$ cat config.mk
export PLATFORM = sky130hd
export DESIGN_NAME = url_percent_decoder_core
export DESIGN_NICKNAME = d
export VERILOG_FILES = /design/src/upd_pkg.sv /design/src/url_percent_decoder_core.sv /design/src/upd_front.sv /design/src/upd_queue.sv /design/src/upd_back.sv
export SDC_FILE = /design/constraint.sdc
export NUM_CORES = 1
export LEC_CHECK = 0
export ABC_AREA = 0
export BUFFER_PORTS_ARGS = -buffer_cell sky130_fd_sc_hd__buf_4
export CAP_MARGIN = 30
export CORE_ASPECT_RATIO = 0.8
export CORE_MARGIN = 2
export CORE_UTILIZATION = 60
export CTS_BUF_LIST = sky130_fd_sc_hd__clkbuf_16
export CTS_CLUSTER_DIAMETER = 200
export DETAILED_ROUTE_END_ITERATION = 8
export PLACE_DENSITY = 0.78
export SYNTH_ARGS = -nofsm -noshare
export SYNTH_HDL_FRONTEND = slang
export SYNTH_HIERARCHICAL = 1
export SYNTH_SLANG_ARGS = --single-unit
$ cat constraint.sdc
create_clock -name i_clk -period 15 [get_ports i_clk]
set_clock_uncertainty 0.15 [all_clocks]
set_input_delay 3 -clock i_clk [delete_from_list [all_inputs] [get_ports i_clk]]
set_output_delay 3 -clock i_clk [all_outputs]
set_load 0.02 [all_outputs]
$ cat src/upd_pkg.sv
// ----------------------------------------------------------------------------
// upd_pkg
// Types, character codes and hex helpers shared by the percent decoder.
// ----------------------------------------------------------------------------
package upd_pkg;

    localparam logic [7:0] CH_PERCENT = 8'h25;
    localparam logic [7:0] CH_PLUS    = 8'h2B;
    localparam logic [7:0] CH_SPACE   = 8'h20;

    // Most decoded bytes one input byte can cause.
    localparam int ENTRY_SLOTS = 3;
    // Default depth of the queue between front and back.
    localparam int QUEUE_DEPTH = 2;

    typedef struct packed {
        logic [7:0] in_byte;
        logic       in_last;
    } t_in_item;

    typedef struct packed {
        logic [7:0] out_byte;
        logic       out_last;
    } t_out_item;

    // One queue entry: the bytes one input byte produced, slot 0 first.
    typedef struct packed {
        logic [1:0]                  cnt;
        logic [ENTRY_SLOTS-1:0][7:0] bytes;
        logic                        last;
    } t_entry;

    typedef enum logic [2:0] {
        PEND_NONE  = 3'b001,
        PEND_PCT   = 3'b010,
        PEND_DIGIT = 3'b100
    } t_pend;

    function automatic logic is_hex(input logic [7:0] b);
        is_hex = (b >= 8'h30 && b <= 8'h39) ||
                 (b >= 8'h61 && b <= 8'h66) ||
                 (b >= 8'h41 && b <= 8'h46);
    endfunction

    // Value of a hex digit; zero for any other byte.
    function automatic logic [3:0] hex_nibble(input logic [7:0] b);
        logic [7:0] v;
        v = 8'h00;
        if (b >= 8'h30 && b <= 8'h39) begin
            v = b - 8'h30;
        end else if (b >= 8'h61 && b <= 8'h66) begin
            v = b - 8'h61 + 8'd10;
        end else if (b >= 8'h41 && b <= 8'h46) begin
            v = b - 8'h41 + 8'd10;
        end
        hex_nibble = v[3:0];
    endfunction

endpackage

$ cat src/url_percent_decoder_core.sv
// ----------------------------------------------------------------------------
// url_percent_decoder_core
// Streaming form-urlencoded decoder: plus to space, %XX to one byte, broken
// escapes passed through, pending bytes flushed at the end of a string.
//
//   channel | direction | handshake               | payload
//   --------+-----------+-------------------------+---------------------------
//   in      | input     | i_in_valid / o_in_stall  | i_in_item  (byte, last)
//   out     | output    | o_out_valid / i_out_stall| o_out_item (byte, last)
//
// One input byte is taken per cycle while the entry queue has room.
// Each byte yields zero to three decoded bytes; the back end drains one
// decoded byte per cycle unless stalled, so bursts of two or three hold the
// input briefly. Bytes pass through the queue memory to the output register.
// Reset is synchronous, active low, and drops any pending escape.
// o_in_stall is registered queue-full and never depends on i_in_valid.
// ----------------------------------------------------------------------------
module url_percent_decoder_core #(
    parameter int QDEPTH = upd_pkg::QUEUE_DEPTH
) (
    input  logic               i_clk,
    input  logic               i_rst_n,
    input  logic               i_in_valid,
    input  upd_pkg::t_in_item  i_in_item,
    output logic               o_in_stall,
    output logic               o_out_valid,
    output upd_pkg::t_out_item o_out_item,
    input  logic               i_out_stall
);

    logic            push;
    logic            pop;
    logic            q_full;
    logic            q_empty;
    upd_pkg::t_entry entry;
    upd_pkg::t_entry head;

    assign o_in_stall = q_full;

    upd_front u_front (
        .i_clk      (i_clk),
        .i_rst_n    (i_rst_n),
        .i_in_valid (i_in_valid),
        .i_in_item  (i_in_item),
        .i_q_full   (q_full),
        .o_push     (push),
        .o_entry    (entry)
    );

    upd_queue #(
        .DEPTH (QDEPTH)
    ) u_queue (
        .i_clk   (i_clk),
        .i_rst_n (i_rst_n),
        .i_push  (push),
        .i_entry (entry),
        .i_pop   (pop),
        .o_head  (head),
        .o_empty (q_empty),
        .o_full  (q_full)
    );

    upd_back u_back (
        .i_clk       (i_clk),
        .i_rst_n     (i_rst_n),
        .i_head      (head),
        .i_empty     (q_empty),
        .o_pop       (pop),
        .o_out_valid (o_out_valid),
        .o_out_item  (o_out_item),
        .i_out_stall (i_out_stall)
    );

endmodule

$ cat src/upd_front.sv
// ----------------------------------------------------------------------------
// upd_front
// Accepts raw bytes, tracks a pending escape and turns each byte that yields
// output into one queue entry holding up to three decoded bytes.
// ----------------------------------------------------------------------------
module upd_front (
    input  logic              i_clk,
    input  logic              i_rst_n,
    input  logic              i_in_valid,
    input  upd_pkg::t_in_item i_in_item,
    input  logic              i_q_full,
    output logic              o_push,
    output upd_pkg::t_entry   o_entry
);

    upd_pkg::t_pend r_pend;
    upd_pkg::t_pend n_pend;
    logic [7:0]     r_pend_char;
    logic [7:0]     n_pend_char;
    logic           accept;

    assign accept = i_in_valid && !i_q_full;

    always_comb begin
        logic [7:0] b;
        logic       hex;
        logic       feed;
        logic [1:0] k;
        b           = i_in_item.in_byte;
        hex         = upd_pkg::is_hex(b);
        feed        = 1'b0;
        k           = 2'd0;
        n_pend      = r_pend;
        n_pend_char = r_pend_char;
        o_entry     = '0;
        case (r_pend)
            upd_pkg::PEND_PCT: begin
                if (hex) begin
                    n_pend      = upd_pkg::PEND_DIGIT;
                    n_pend_char = b;
                end else begin
                    o_entry.bytes[0] = upd_pkg::CH_PERCENT;
                    k                = 2'd1;
                    feed             = 1'b1;
                end
            end
            upd_pkg::PEND_DIGIT: begin
                if (hex) begin
                    o_entry.bytes[0] = {upd_pkg::hex_nibble(r_pend_char),
                                        upd_pkg::hex_nibble(b)};
                    k                = 2'd1;
                    n_pend           = upd_pkg::PEND_NONE;
                end else begin
                    // Broken escape: emit the percent and the held digit.
                    o_entry.bytes[0] = upd_pkg::CH_PERCENT;
                    o_entry.bytes[1] = r_pend_char;
                    k                = 2'd2;
                    feed             = 1'b1;
                end
            end
            default: begin
                feed = 1'b1;
            end
        endcase

        if (feed) begin
            n_pend = upd_pkg::PEND_NONE;
            if (b == upd_pkg::CH_PERCENT) begin
                n_pend = upd_pkg::PEND_PCT;
            end else begin
                for (int i = 0; i < upd_pkg::ENTRY_SLOTS; i++) begin
                    if (k == 2'(i)) begin
                        o_entry.bytes[i] = (b == upd_pkg::CH_PLUS) ? upd_pkg::CH_SPACE : b;
                    end
                end
                k = k + 2'd1;
            end
        end

        // Flush whatever is still pending at the end of the string.
        if (i_in_item.in_last) begin
            if (n_pend == upd_pkg::PEND_PCT || n_pend == upd_pkg::PEND_DIGIT) begin
                for (int i = 0; i < upd_pkg::ENTRY_SLOTS; i++) begin
                    if (k == 2'(i)) begin
                        o_entry.bytes[i] = upd_pkg::CH_PERCENT;
                    end
                end
                k = k + 2'd1;
            end
            if (n_pend == upd_pkg::PEND_DIGIT) begin
                for (int i = 0; i < upd_pkg::ENTRY_SLOTS; i++) begin
                    if (k == 2'(i)) begin
                        o_entry.bytes[i] = n_pend_char;
                    end
                end
                k = k + 2'd1;
            end
            n_pend = upd_pkg::PEND_NONE;
        end

        o_entry.cnt  = k;
        o_entry.last = i_in_item.in_last;
    end

    assign o_push = accept && (o_entry.cnt != 2'd0);

    always_ff @(posedge i_clk) begin
        if (!i_rst_n) begin
            r_pend <= upd_pkg::PEND_NONE;
        end else if (accept) begin
            r_pend <= n_pend;
        end
    end

    always_ff @(posedge i_clk) begin
        if (accept) begin
            r_pend_char <= n_pend_char;
        end
    end

endmodule

$ cat src/upd_queue.sv
// ----------------------------------------------------------------------------
// upd_queue
// Small FIFO of decoded entries between the front and the back.
// ----------------------------------------------------------------------------
module upd_queue #(
    parameter int DEPTH = upd_pkg::QUEUE_DEPTH
) (
    input  logic            i_clk,
    input  logic            i_rst_n,
    input  logic            i_push,
    input  upd_pkg::t_entry i_entry,
    input  logic            i_pop,
    output upd_pkg::t_entry o_head,
    output logic            o_empty,
    output logic            o_full
);

    localparam int PW = (DEPTH > 1) ? $clog2(DEPTH) : 1;
    localparam int CW = $clog2(DEPTH + 1);

    upd_pkg::t_entry r_mem [DEPTH];
    logic [PW-1:0]   r_wr_ptr;
    logic [PW-1:0]   r_rd_ptr;
    logic [CW-1:0]   r_count;
    logic            do_push;
    logic            do_pop;

    assign o_empty = (r_count == CW'(0));
    assign o_full  = (r_count == CW'(DEPTH));
    assign do_push = i_push && !o_full;
    assign do_pop  = i_pop && !o_empty;
    assign o_head  = r_mem[r_rd_ptr];

    always_ff @(posedge i_clk) begin
        if (do_push) begin
            r_mem[r_wr_ptr] <= i_entry;
        end
    end

    always_ff @(posedge i_clk) begin
        if (!i_rst_n) begin
            r_wr_ptr <= '0;
            r_rd_ptr <= '0;
            r_count  <= '0;
        end else begin
            if (do_push) begin
                r_wr_ptr <= (r_wr_ptr == PW'(DEPTH - 1)) ? '0 : r_wr_ptr + PW'(1);
            end
            if (do_pop) begin
                r_rd_ptr <= (r_rd_ptr == PW'(DEPTH - 1)) ? '0 : r_rd_ptr + PW'(1);
            end
            if (do_push && !do_pop) begin
                r_count <= r_count + CW'(1);
            end else if (do_pop && !do_push) begin
                r_count <= r_count - CW'(1);
            end
        end
    end

endmodule

$ cat src/upd_back.sv
// ----------------------------------------------------------------------------
// upd_back
// Walks the head entry one byte per cycle, when not stalled, into the output register.
// ----------------------------------------------------------------------------
module upd_back (
    input  logic               i_clk,
    input  logic               i_rst_n,
    input  upd_pkg::t_entry    i_head,
    input  logic               i_empty,
    output logic               o_pop,
    output logic               o_out_valid,
    output upd_pkg::t_out_item o_out_item,
    input  logic               i_out_stall
);

    logic [1:0]         r_idx;
    logic               r_out_valid;
    upd_pkg::t_out_item r_out_item;
    logic               load;
    logic               at_end;
    logic [7:0]         sel_byte;

    assign load   = !i_empty && (!r_out_valid || !i_out_stall);
    assign at_end = (r_idx == i_head.cnt - 2'd1);
    assign o_pop  = load && at_end;

    always_comb begin
        case (r_idx)
            2'd0:    sel_byte = i_head.bytes[0];
            2'd1:    sel_byte = i_head.bytes[1];
            2'd2:    sel_byte = i_head.bytes[2];
            default: sel_byte = i_head.bytes[0];
        endcase
    end

    always_ff @(posedge i_clk) begin
        if (!i_rst_n) begin
            r_idx       <= 2'd0;
            r_out_valid <= 1'b0;
        end else begin
            if (load) begin
                r_idx       <= at_end ? 2'd0 : r_idx + 2'd1;
                r_out_valid <= 1'b1;
            end else if (!i_out_stall) begin
                r_out_valid <= 1'b0;
            end
        end
    end

    always_ff @(posedge i_clk) begin
        if (load) begin
            r_out_item.out_byte <= sel_byte;
            r_out_item.out_last <= i_head.last && at_end;
        end
    end

    assign o_out_valid = r_out_valid;
    assign o_out_item  = r_out_item;

endmodule

==> results.md, run 1 <==
* Vias per cell at 6.528
* Hpwl dp at between 7 and 8 mm
* Initial DRT Pass Iterations at 5
* Drt first-iter violations at between 200 and 300
* Buffers on Ports at 23
* Async set-reset flop share out of synthesis at 0
* Final #Nets at about 450
* CTS sink cnt at 82
* Global-route wire length before repair at between 15 and 20 mm
* Setup slack after layout at roughly 7.4 ns
* Layout cell share with drive strength beyond 1 at 0.2212
* Static Leakage at between 0.0015 and 0.002 uW
* Switch Pwr at 240.5 uW
* Synth unique cells at just over 70
* Ant diodes at 0
* CTS tree: built
* Relative slew slack at 0.4761
* Syn nets at about 430
* Total power at around 770 uW
* Detailed-route wire length per cell at between 20 and 25 um
* Delay-heaviest family, CP: simple AND/OR/NAND/NOR gates
* Worst Max-Slew Pin Slew at 0.7858 ns
* CP peak stage delay at 0.54 ns
* Pre-CTS WS at around 7 ns
* # hold bufs at CTS at 0
* Max_cap viols at 0
* Switch share at 0.3114
* Starting density of the core at 0.6182
* Critical path class: input port to flip-flop
* Root Driver: clkbuf_16
* Dpl cells at about 500
* Layout overhead on the synthesized area at 11.11%
* Number of synthesized register bits at slightly above 80
* Synthesized instance count at 400
* WP data arrival at a little under 8 ns
* Core box area at around 0.0074 mm2
* Yosys warning count at 6
* CP required at 15.11 ns
* Total CTS buffers at 9
* Synth cell count leaders: edfxtp_1, nand2_1, nor2_1, o21ai_0, mux2_2
* Clock share of power at 0.285
* Cells along the critical path: buf_4, or4b_4, nor3_2, nor2_1, nand2_1, inv_1, nor4_2, ha_1, nor2_1, a21o_1, nand2_1, inv_1, ha_1, nor2_1, nor2_1, ha_1, a311oi_2, o21a_1, inv_1, nor2_1, ha_1, or3_1, a21boi_1
* Outcome: completed
* Total global-route track usage at 0.2629
* Seq/Total Area, Yosys at 0.5172
* H-tree levels at 3
* Met3 routed WL at about 950 um
* CP max FO at 13
* Internal Power at between 500 and 600 uW
* RSZ-0062 raised after global routing: no
* Post-Layout Cell Count at a little over 500
* Cell taking the most area after synthesis: edfxtp_1
* Setup TNS at 0 ns
* WL met2 at about 4.7 mm
* Period utilization at 0.5081
* Post-CTS Setup Bufs at 0
* Post-CTS Resized at 0
* Vias in the first global route at a little over 3,000
* Bufs on Longest Clock Path at 2
* Routed via count at between 3,000 and 4,000
* Top-area cell type share of the netlist area at 0.4688
* Clock Latency Late Sink at 0.33 ns
* Worst hold path type: flip-flop to flip-flop
* Setup crit end kind: flip-flop
* Largest net degree at the start of global routing at 29
* Io pins at 24
* Logic pwr share at 0.278
* Slowest-stage cell, CP: or4b_4
* Die area at roughly 0.0083 mm2
* Crit-path most repeated cell: nor2_1
* Sequential power share at 0.438
* GP Congestion at between 0.9 and 1
* DIE HEIGHT at between 80 and 90 um
* # DRC at 0
* Power Density at between 150 and 200 mW/mm2
* Routed Antenna Nets at 0
* Total routed wirelength at 10.45 mm
* Hold Fails Final Rpt at 0
* Hold_ws at about 0.37 ns
* Mean Syn Cell Area at about 11 um2
* CTS clk-pin slew, worst paths at 0.06 ns
* Worst Path Buf+Inv at 4
* GR Overflow Total at 0
* Tmin final at around 7.6 ns
* Top_reg_cell synth: edfxtp_1
* Initial antenna violation count at 0
* Peak VDD IR at about 81 uV
* Cell Area, Synth at 0.004548 mm2
* WL met1 at 4.555 mm
* Synth area leaders: edfxtp_1, mux2_2, ha_1
* Count leader, synth: edfxtp_1
* Fin. max-slew vios at 0
* Setup Viol. Count Final at 0
* Highest Clock Rate at roughly 130 MHz
* Highest metal used: met4
* Row count at 28
* CP startpoint kind: input port
* Post-synth EDFFs at 71
* Die Wd at between 100 and 150 um
power by group through the flow:
stage | Sequential [uW] | Clock (uW) | Combinational [uW]
final | 338 | 220 | 214
after global routing | 343 | 231 | 233
after CTS | 338 | 223 | 215
after detailed placement | 342 | 0 | 213
after global placement | 340 | 0 | 207
after floorplan | 354 | 0 | 131
tightest hold or removal path, stage by stage (launching register included):
cell and delay, ns:
dfxtp_1 0.34, nand2_1 0.07, o22ai_1 0.06
placed cells by master, fill, tap and decap left out, types with 3 or more instances in the layout:
master,count
nor3_1,5
buf_4,27
ha_1,19
nand2_1,36
nor2_1,30
and2_1,6
mux2_2,27
inv_1,19
o21a_1,3
mux2i_1,3
nand2b_1,4
a21o_1,4
a22oi_1,9
a32oi_1,5
and3_1,4
edfxtp_1,71
o22ai_1,11
nor2b_1,4
nor3b_1,3
a21oi_1,11
a31oi_1,4
o21ai_0,29
nand4_1,3
clkbuf_16,9
dfxtp_1,11
nand3_1,4
xnor2_1,6
sequential cells by signal, indices dropped and copies added, names as in the netlist, named ones only:
signal and flops:
u_back/r_idx 2, u_front/r_pend 3, u_queue/r_count 2, u_front/r_pend_char 8, u_back/o_out_item 9, u_queue/r_mem 54, u_queue/r_wr_ptr 1, u_back/o_out_valid 1
u_queue/r_rd_ptr 1
routing by layer:
metal  vias to the layer above  track usage
met5                         -            0
met1                      1605       0.3729
met3                        34      0.05872
li1                       1531            -
met4                         0       0.1041
met2                       192       0.3954
area by class of cell:
cell class                      count  area, um2
Clock inverter                      7      75.07
Clock buffer                        9      225.2
Tap cell                           90      112.6
Fill cell                         566       2303
Multi-Input combinational cell    280       2011
Inverter                           20      75.07
Timing Repair Buffer               27      202.7
Sequential cell                    82       2352
through the flow:
step | utilization | cell area [um2]
after floorplan | - | 4548
after global placement | 0.6461 | 4753
after detailed placement | 0.6461 | 4753
after CTS | 0.6869 | 5054
after global routing | 0.6869 | 5054
final | 0.6869 | 5054
kinds of logic (layout without fill, tap and decap cells):
family	Yosys count	in the layout	share of synthesized area
AO/OA/AOI/OAI	100	100	0.1497
flip-flops	82	82	0.5172
adder cells (fa/ha/maj)	19	19	0.05227
XOR/XNOR	7	7	0.01348
multiplexers	30	30	0.07345
buffers and inverters	38	63	0.04209
AND/OR/NAND/NOR	124	124	0.1519
final timing paths:
kind         slack [ns]                  to         startpoint  cells after the start
max                7.38  u_queue/r_count[1]       i_in_item[5]                     23
min                0.37     u_back/r_idx[1]    u_back/r_idx[1]                      2
max reg2reg       10.14  u_queue/r_count[1]  u_front/r_pend[1]                     20
min reg2reg        0.37     u_back/r_idx[1]    u_back/r_idx[1]                      2
No activity file was read; power rests on OpenSTA's default activity.
==> run 2: changes to the inputs <==
==> constraint.sdc (replaced) <==
create_clock -name i_clk -period 7.4 [get_ports i_clk]
set_clock_uncertainty 0.15 [all_clocks]
set_input_delay 1.48 -clock i_clk [delete_from_list [all_inputs] [get_ports i_clk]]
set_output_delay 1.48 -clock i_clk [all_outputs]
set_load 0.02 [all_outputs]
==> run 2 against run 1 <==
Clock-buffer cell count did not move. Wire length fell by 3.4%. Power rose by 96%.
==> results.md, run 2 (synthesis gave the netlist of run 1 again) <==
* Detailed-route wire length per cell at 19.60 um (-3.4%)
* H-tree levels at 3 (unchanged)
* Total routed wirelength at 10.09 mm (-3.4%)
* Drt first-iter violations at 337 (+20%)
* GP Congestion at 0.9653 (+3.6%)
* Vias in the first global route at 2,986 (-2.2%)
* Root Driver: clkbuf_16
* Outcome: completed
* Hold_ws at 0.3475 ns (-0.02688 ns)
* # DRC at 0 (unchanged)
* Max_cap viols at 0 (unchanged)
* Power Density at 301.3 mW/mm2 (+97%)
* CTS sink cnt at 82 (unchanged)
* Hold path depth at 2 (unchanged)
* Post-CTS Resized at 0 (unchanged)
* Worst Max-Slew Pin Slew at 0.7421 ns (-0.04372 ns)
* CP required at 7.51 ns (-7.60 ns)
* Starting density of the core at 0.6182 (unchanged)
* CTS tree: built
* Post-CTS Setup Bufs at 0 (unchanged)
* Clock Latency Late Sink at 0.33 ns (about the same)
* Reg-to-reg slack, setup at 2.43 ns (-7.71 ns)
* Routed via count at 3,320 (-1.2%)
* Bufs on Longest Clock Path at 2 (unchanged)
* Top reg by flops: u_queue/r_mem
* Hold Fails Final Rpt at 0 (unchanged)
* Dpl cells at 499 (unchanged)
* RSZ-0062 raised after global routing: no
* Die area at 0.008297 mm2 (unchanged)
* Hold Crit Start: u_back/o_out_valid
* Io pins at 24 (unchanged)
* Worst r2r src: u_front/r_pend[1]
* Worst hold path type: flip-flop to flip-flop
* Highest Clock Rate at between 150 and 200 MHz
* Post-Layout Cell Count at 515 (unchanged)
* Row count at 28 (unchanged)
* Ant diodes at 0 (unchanged)
* Layout overhead on the synthesized area at 10.62%
* CP max FO at 13 (unchanged)
* FF-to-FF End: u_queue/r_count[1]
* Vias per cell at 6.447 (-1.2%)
* Fin. max-slew vios at 0 (unchanged)
* Most common library cell in the layout ignoring fill and taps: edfxtp_1
* Placed Instance Area at 0.004753 mm2 (unchanged)
* Initial DRT Pass Iterations at 5 (unchanged)
* Most frequent cells in the layout: edfxtp_1, nand2_1, nor2_1
* Largest net degree at the start of global routing at 29 (unchanged)
* Peak VDD IR at 149.0 uV (+84%)
* Setup crit end kind: flip-flop
* CP startpoint kind: input port
* Total CTS buffers at 9 (unchanged)
* Design Area, Final at 0.005031 mm2 (-0.45%)
* WHS Endpoint: u_back/o_out_valid
* Setup TNS at 0 ns (unchanged)
* Hpwl dp at 7.143 mm (-0.50%)
* GR Overflow Total at 0 (unchanged)
* Setup Viol. Count Final at 0 (unchanged)
* Relative slew slack at 0.5053 (+0.02914)
* Initial antenna violation count at 0 (unchanged)
* Static Leakage at 0.001931 uW (-0.53%)
* CTS clk-pin slew, worst paths at 0.06 ns (about the same)
* Tmin final at 6.209 ns
* Layout cell share with drive strength beyond 1 at 0.2212 (unchanged)
* R2R depth at 20 (unchanged)
* Buffers on Ports at 23 (unchanged)
* Core box area at 0.007357 mm2 (unchanged)
* Routed Antenna Nets at 0 (unchanged)
* Critical path class: input port to flip-flop
* Max reg flops at 54 (unchanged)
* Final #Nets at 452 (unchanged)
* Period utilization at 0.8391
* Global-route wire length before repair at 15.90 mm (-1.7%)
* Total global-route track usage at 0.2565 (-0.006360)
* WP data arrival at 6.32 ns (-1.41 ns)
* # hold bufs at CTS at 0 (unchanged)
* Die Wd at 101.3 um (unchanged)
* DIE HEIGHT at 81.87 um (unchanged)
[run 2: changes by cell type in the layout (fill, tap and decap cells not counted), sizes merged]
| cell | previous run | this run |
|---|---|---|
| inv | 23 | 24 |
| clkinv | 2 | 1 |
| clkinvlp | 1 | 2 |
| bufinv | 1 | 0 |
[run 2: final cells by class]
cell class,instances,area (um2)
well taps,90,112.6
fillers,539,2326
multi-input cells,280,2011
flip-flops and latches,82,2352
repair buffers,27,202.7
clock buffers,9,225.2
clock inverters,7,52.55
inverters,20,75.07
[run 2: worst max-delay path by stage]
| stage | start | to | slack (ns) | cells past startpoint |
|---|---|---|---|---|
| after floorplan | i_in_item[1] | u_queue/r_mem[0][0] | 0.88 | 23 |
| after global placement | i_in_item[5] | u_queue/r_count[1] | 1.15 | 23 |
| after detailed placement | i_in_item[5] | u_queue/r_count[1] | 0.96 | 23 |
| after CTS | i_in_item[8] | u_queue/r_count[1] | 1.24 | 23 |
| after global routing | i_in_item[2] | u_queue/r_count[1] | 0.84 | 25 |
| final | i_in_item[5] | u_queue/r_count[1] | 1.19 | 23 |
[run 2: worst max-delay path: stages]
cell and delay [ns]:
buf_4 0.14, or4b_4 0.54, nor3_2 0.29, nor2_1 0.14, nand2_1 0.13, inv_1 0.24
nor4_2 0.36, ha_1 0.31, nor2_1 0.15, a21o_1 0.10, nand2_1 0.09, inv_1 0.08
ha_1 0.25, nor2_1 0.16, nor2_1 0.09, ha_1 0.32, a311oi_2 0.31, o21a_1 0.19
inv_1 0.09, nor2_1 0.11, ha_1 0.26, or3_1 0.35, a21boi_1 0.13
[run 2: power by group]
group / leakage [uW] / switching, uW / internal, uW
Combinational: 0.00103 / 251 / 175
Clock: 0.000136 / 176 / 230
Sequential: 0.000761 / 45.4 / 639
Total: 0.00193 / 472 / 1040
[run 2: metrics by stage]
stage | power (uW) | util | worst slack [ns]
2_1_floorplan | 983.3 | - | 0.8787
3_3_place_gp | 1103 | 0.6461 | 1.148
3_5_place_dp | 1119 | 0.6461 | 0.9586
4_1_cts | 1523 | 0.6838 | 1.239
5_1_grt | 1597 | 0.6838 | 0.8389
6_report | 1516 | 0.6838 | 1.191
[run 2: routing by layer]
layer	part of all wire	track usage
met5	0	0
met4	0.025	0.08514
met3	0.096	0.06553
met2	0.44	0.3854
met1	0.44	0.3654
